### src/sv/twac_pkg.sv
// ----------------------------------------------------------------------------
// twac_pkg
// Shared types and constants for the time-window average with clip block.
// ----------------------------------------------------------------------------
package twac_pkg;

   // Field widths
   localparam int OPC_W    = 1;
   localparam int TIME_W   = 24;
   localparam int HR_W     = 8;
   localparam int PWR_W    = 12;
   localparam int SEC_W    = 20;
   localparam int SMOOTH_W = 10;
   localparam int FRAC_W   = 4;
   localparam int CSR_W    = 12;

   // Window storage
   localparam int WINDOW_DEPTH = 1024;
   localparam int PTR_W   = $clog2(WINDOW_DEPTH);
   localparam int CNT_W   = $clog2(WINDOW_DEPTH + 1);
   localparam int PTOT_W  = $clog2(WINDOW_DEPTH * ((1 << PWR_W) - 1) + 1);
   localparam int RTOT_W  = $clog2(WINDOW_DEPTH * ((1 << HR_W) - 1) + 1);

   // Division: a mean never exceeds the largest sample, so the quotient
   // fits the power width plus the fraction bits.
   localparam int QUO_W   = PWR_W + FRAC_W;
   localparam int NUM_W   = PTOT_W + FRAC_W;
   localparam int AVGP_W  = PWR_W + FRAC_W;
   localparam int AVGH_W  = HR_W + FRAC_W;

   localparam logic [SEC_W-1:0] WEEK_SECONDS = SEC_W'(7 * 24 * 60 * 60);

   localparam logic [SMOOTH_W-1:0] SMOOTH_RESET = '0;
   localparam logic [HR_W-1:0]     MIN_HR_RESET = HR_W'(50);
   localparam logic [PWR_W-1:0]    MIN_P_RESET  = PWR_W'(50);
   localparam logic [PWR_W-1:0]    MAX_P_RESET  = PWR_W'(500);

   typedef enum logic [OPC_W-1:0] {
      OP_SAMPLE = 1'b0,
      OP_TICK   = 1'b1
   } opcode_type;

   typedef enum logic [1:0] {
      CSR_SMOOTH_SECONDS = 2'd0,
      CSR_MIN_HEART_RATE = 2'd1,
      CSR_MIN_POWER      = 2'd2,
      CSR_MAX_POWER      = 2'd3
   } csr_index_type;

   typedef enum logic [2:0] {
      ST_IDLE,
      ST_START,
      ST_EVICT_RD,
      ST_EVICT_CHK,
      ST_DIV,
      ST_EMIT
   } state_type;

   typedef struct packed {
      logic [TIME_W-1:0] sample_time;
      logic [PWR_W-1:0]  power;
      logic [HR_W-1:0]   heart_rate;
   } entry_type;

   typedef struct packed {
      opcode_type         opcode;
      logic [TIME_W-1:0]  sample_time;
      logic [HR_W-1:0]    heart_rate;
      logic [PWR_W-1:0]   power;
      logic [SEC_W-1:0]   now_second;
   } req_item_type;

   typedef struct packed {
      logic take;
      logic pop;
      logic div_start;
      logic load_out;
   } cmd_type;

   typedef struct packed {
      logic req_tick;
      logic range_ok;
      logic evict;
      logic empty;
      logic div_done;
      logic pass;
      logic out_free;
   } status_type;

endpackage

### src/sv/twac_ctrl.sv
// ----------------------------------------------------------------------------
// twac_ctrl
// Sequencer: accepts beats, walks eviction, runs the divider, loads results.
// ----------------------------------------------------------------------------
module twac_ctrl (
   input  logic                   clock,
   input  logic                   reset,
   input  logic                   req_valid,
   output logic                   req_ready,
   input  twac_pkg::status_type   stat,
   output twac_pkg::cmd_type      cmd
);
   import twac_pkg::*;

   state_type state_ff, state_in;

   always_comb begin
      state_in = state_ff;
      unique case (state_ff)
         ST_IDLE: begin
            if (req_valid && stat.req_tick) begin
               state_in = ST_START;
            end
         end
         ST_START: begin
            state_in = stat.range_ok ? ST_EVICT_CHK : ST_IDLE;
         end
         ST_EVICT_RD: begin
            state_in = ST_EVICT_CHK;
         end
         ST_EVICT_CHK: begin
            if (stat.evict) begin
               state_in = ST_EVICT_RD;
            end else if (stat.empty) begin
               state_in = ST_IDLE;
            end else begin
               state_in = ST_DIV;
            end
         end
         ST_DIV: begin
            if (stat.div_done) begin
               state_in = ST_EMIT;
            end
         end
         ST_EMIT: begin
            if (!stat.pass || stat.out_free) begin
               state_in = ST_IDLE;
            end
         end
         default: state_in = ST_IDLE;
      endcase
   end

   always_comb begin
      cmd       = '0;
      req_ready = 1'b0;
      unique case (state_ff)
         ST_IDLE: begin
            req_ready = 1'b1;
            cmd.take  = req_valid;
         end
         ST_EVICT_CHK: begin
            cmd.pop       = stat.evict;
            cmd.div_start = !stat.evict && !stat.empty;
         end
         ST_EMIT: begin
            cmd.load_out = stat.pass && stat.out_free;
         end
         default: begin
         end
      endcase
   end

   always_ff @(posedge clock) begin
      if (reset) begin
         state_ff <= ST_IDLE;
      end else begin
         state_ff <= state_in;
      end
   end

endmodule

### config.mk
export PLATFORM = sky130hd
export DESIGN_NAME = twac_ctrl
export DESIGN_NICKNAME = d
export VERILOG_FILES = /design/src/sv/twac_pkg.sv /design/src/sv/twac_ctrl.sv
export SDC_FILE = /design/constraint.sdc
export NUM_CORES = 1
export LEC_CHECK = 0
export ABC_AREA = 1
export BUFFER_PORTS_ARGS = -buffer_cell sky130_fd_sc_hd__buf_2
export CORE_AREA = 2 2 39 41
export CTS_CLUSTER_DIAMETER = 30
export CTS_CLUSTER_SIZE = 30
export DETAILED_ROUTE_END_ITERATION = 10
export DIE_AREA = 0 0 41 43
export PLACE_DENSITY = 0.46
export SETUP_SLACK_MARGIN = 0.2
export SYNTH_ARGS = -nofsm -noshare
export SYNTH_HDL_FRONTEND = slang
export SYNTH_SLANG_ARGS = --single-unit
### constraint.sdc
create_clock -name clock -period 2.99 [get_ports clock]
set_input_delay 0.4485 -clock clock [delete_from_list [all_inputs] [get_ports clock]]
set_output_delay 0.4485 -clock clock [all_outputs]
set_load 0.02 [all_outputs]
; Word-level counts from Yosys, hierarchy flattened
; Cells that the tools add are included.
; Widths: inputs -> output; s select.
[classes]
reduce_logical = 9
n_eq_ne = 8
muxes = 11
[op_table]
columns = cell, count
row1 = $pmux 3 s6, 1
row2 = $mux 3, 5
row3 = $eq 3x2->1 const B, 2
row4 = $eq 3x3->1 const B, 2
row5 = $ne 2x2->1 const B, 3
row6 = $mux 2, 2
row7 = $eq 3x1->1 const B, 1
row8 = $logic_and 1x1->1, 3
row9 = $logic_not 1->1, 3
row10 = $logic_not 3->1, 1
row11 = $mux 1, 3
row12 = $reduce_and 3->1, 1
row13 = $logic_or 1x1->1, 1
[word_totals]
elab_cells = 29
register_bits = 3
inputBits = 10

; Depth between registers and ports, before layout
[depth]
ltp_word = 4
mapped_depth = 7

; Least setup slack after synthesis
; Ideal clock, no wire load.
[synth_timing]
path_type = reg2out
from = register state_ff[0]
to = output port req_ready
stages_incl_launch_ff = 4
t_required_ps = 2542
arrival_ps = 841
setup_slack_ps = 1700
path_cell_list = dfxtp_1 nor2_4 inv_1 nor2_1
[synth_between]
elab_chain_len = 2
[synth_lines]
columns = item, line_no
row1 = "start, declared", twac_ctrl.sv:15  ; state_type state_ff, state_in;
row2 = "start signal, assigned", twac_ctrl.sv:78  ; state_ff <= state_in;
row3 = $logic_not 3->1, twac_ctrl.sv:57  ; unique case (state_ff)
row4 = $mux 1, twac_ctrl.sv:57
row5 = "end, declared", twac_ctrl.sv:9  ; output logic req_ready,
; No other way between the ends.

==> impl_results.md <==
- Die width: 41 µm
- #FFs+latches synth: 3
- Dpl cells: 74
- Worst path top cell family by delay: flip-flops
- Worst-Skew Late Latency: 0.23 ns
- Clk_skew: 0.00296 ns
- Crit-path slowest cell: dfxtp_1
- Reg area: 60.1 µm²
- CTS Buffer Depth: 2
- Post-Syn Nets: 54
- Detailed Routing Iterations Pass 1: 2
- CP endpoint kind: output port
- CP max stage delay: 0.36 ns
- Detail Route Antenna Nets: 0
- Iteration-0 DRC Markers: 1
- Post-CTS setup buffer count: 0
- Data arrival, critical path: 1.16 ns
- Syn avg cell area: 5.74 µm²
- YS warnings: 0
- WP data required: 2.54 ns
- Slew Limit Headroom: 0.835
- I/O pin cnt: 15
- Reg with most FFs: state_ff
- Final Cycle Share: 0.538
- Clock transition at the registers of the reported paths: 0.04 ns
- R2R cell count: 4
- CTS tree: built
- NumNets Final: 73
- Critical path startpoint category: flip-flop
- First-pass GRT wire length: 1.05 mm
- Max cap viols: 0
- Vias in the first global route: 279
- Via count: 306
- Critical path cell sequence: inv_1 > nand3_1 > nor2_1 > buf_2
- # resized after CTS: 0
- Drt via density: 3.92
- Total CTS buffers: 3
- Gr usage total: 0.0935
- Drt total wl: 619 µm
- Post-CTS Hold Buffers: 0
- H-Tree Level Count: 1
- Max Clk Rate: 0.621 GHz
- Crit path depth: 4
- Worst IR Drop VDD: 0.000191 V
- Final hold vios: 0
- Routed len/inst: 7.94 µm
- CTS root buf: clkbuf_4
- Worst Path Max Fanout: 7
- Sequential area share after synthesis: 0.238
- Max Slew Vio Count: 0
- Status: completed
- Post-Syn Area: 253 µm²
- Die Area: 0.00176 mm²
- Bufs and invs on worst path: 2
- Largest net degree at the start of global routing: 8
- Syn-to-layout area delta: 46.0%
- Gpl congestion: 0.723
- Biggest regs: state_ff x3
- Starting Density: 0.183
- Non-filler instance count after layout: 78
- Worst-Margin Slew: 0.246 ns
- Cell row count: 14
- Antenna violations before repair: 0
- Aggregate global routing overflow: 0
- Cells after Synth: 44
- Worst hold path class: input port to flip-flop
- Sink Count: 3
- Post-DP HPWL: 508 µm
- Final setup violation count: 0
- RSZ-0062 raised after global routing: false
- Max reg flops: 3
- Area of the multi-input gates: 159 µm²
- Diodes inserted: 0
- Pwr Density: 524 mW/mm²
- Die Y: 43 µm
- Fillers: 170
- Setup TNS: 0 ns
- # DRC: 0
- Static leakage: 0.232 nW
- Hold Path Depth: 2
- Crit Path Class: flip-flop to output port
- Layout cells sized above 1: 0.355
- Minimum clock period: 1.61 ns
- Core region area: 0.00138 mm²
- Yosys cell types: 12
- Input/output buffers: 14
==> final timing paths <==
kind                               endpoint  slack [ns]         from
worst max-delay path                 cmd[2]        1.38  state_ff[2]
worst min-delay path            state_ff[2]        0.39        reset
worst max register to register  state_ff[1]        1.96  state_ff[1]
worst min register to register  state_ff[0]        0.62  state_ff[0]
==> where the power goes <==
group	leakage, nW	switching, mW	internal [mW]
Clock	0.0150	0.0218	0.0501
Combinational	0.192	0.0393	0.0267
Sequential	0.0247	0.00961	0.0458
==> stage by stage <==
step                hold slack, ns  worst slack, ns  area [µm²]  power [mW]  utilization
finish                       0.394             1.38         369       0.193        0.267
global route                 0.388             1.29         369       0.211        0.267
CTS                          0.385             1.35         369       0.199        0.267
detailed placement           0.615             1.60         343       0.123        0.248
global placement             0.619             1.60         343       0.123        0.248
floorplan                    0.521             1.70         253       0.102            -
==> layout make-up <==
| class | count | share of cell area |
|---|---|---|
| Inverter | 9 | 0.0915 |
| Multi-Input combinational cell | 32 | 0.431 |
| Timing Repair Buffer | 14 | 0.190 |
| Clock buffer | 4 | 0.0712 |
| Sequential cell | 3 | 0.163 |
| Tap cell | 16 | 0.0542 |
==> cells in the mapped netlist (all sizes together) <==
library cell	number	area (µm²)
nand2	11	41.3
nor2	11	51.3
inv	9	33.8
nand3	4	30.0
a21oi	3	15.0
dfxtp	3	60.1
and3	2	13.8
o21a	1	7.51
==> layer usage <==
metal  share of wire  global-route usage  wire [µm]  vias to the layer above
met2            0.41               0.113        252                       11
met3           0.097              0.0471         60                        2
met1            0.47               0.116        292                      124
li1                -                   -          -                      169
met5               0                   0          0                        -
met4           0.021              0.0800         13                        0
==> placed cells by master (no fill, tap or decap), types with 2 or more instances in the layout <==
cell      instances
a21oi_1           3
buf_2            14
clkbuf_4          3
dfxtp_1           3
inv_1             9
nand2_1          11
nand3_1           2
nand3_2           2
nor2_1            9
==> kinds of logic after synthesis <==
group                  synth area share
AND/OR/NAND/NOR                   0.540
buffers and inverters             0.134
AO/OA/AOI/OAI                    0.0891
flip-flops                        0.238
(Power assumes the default switching activity.)
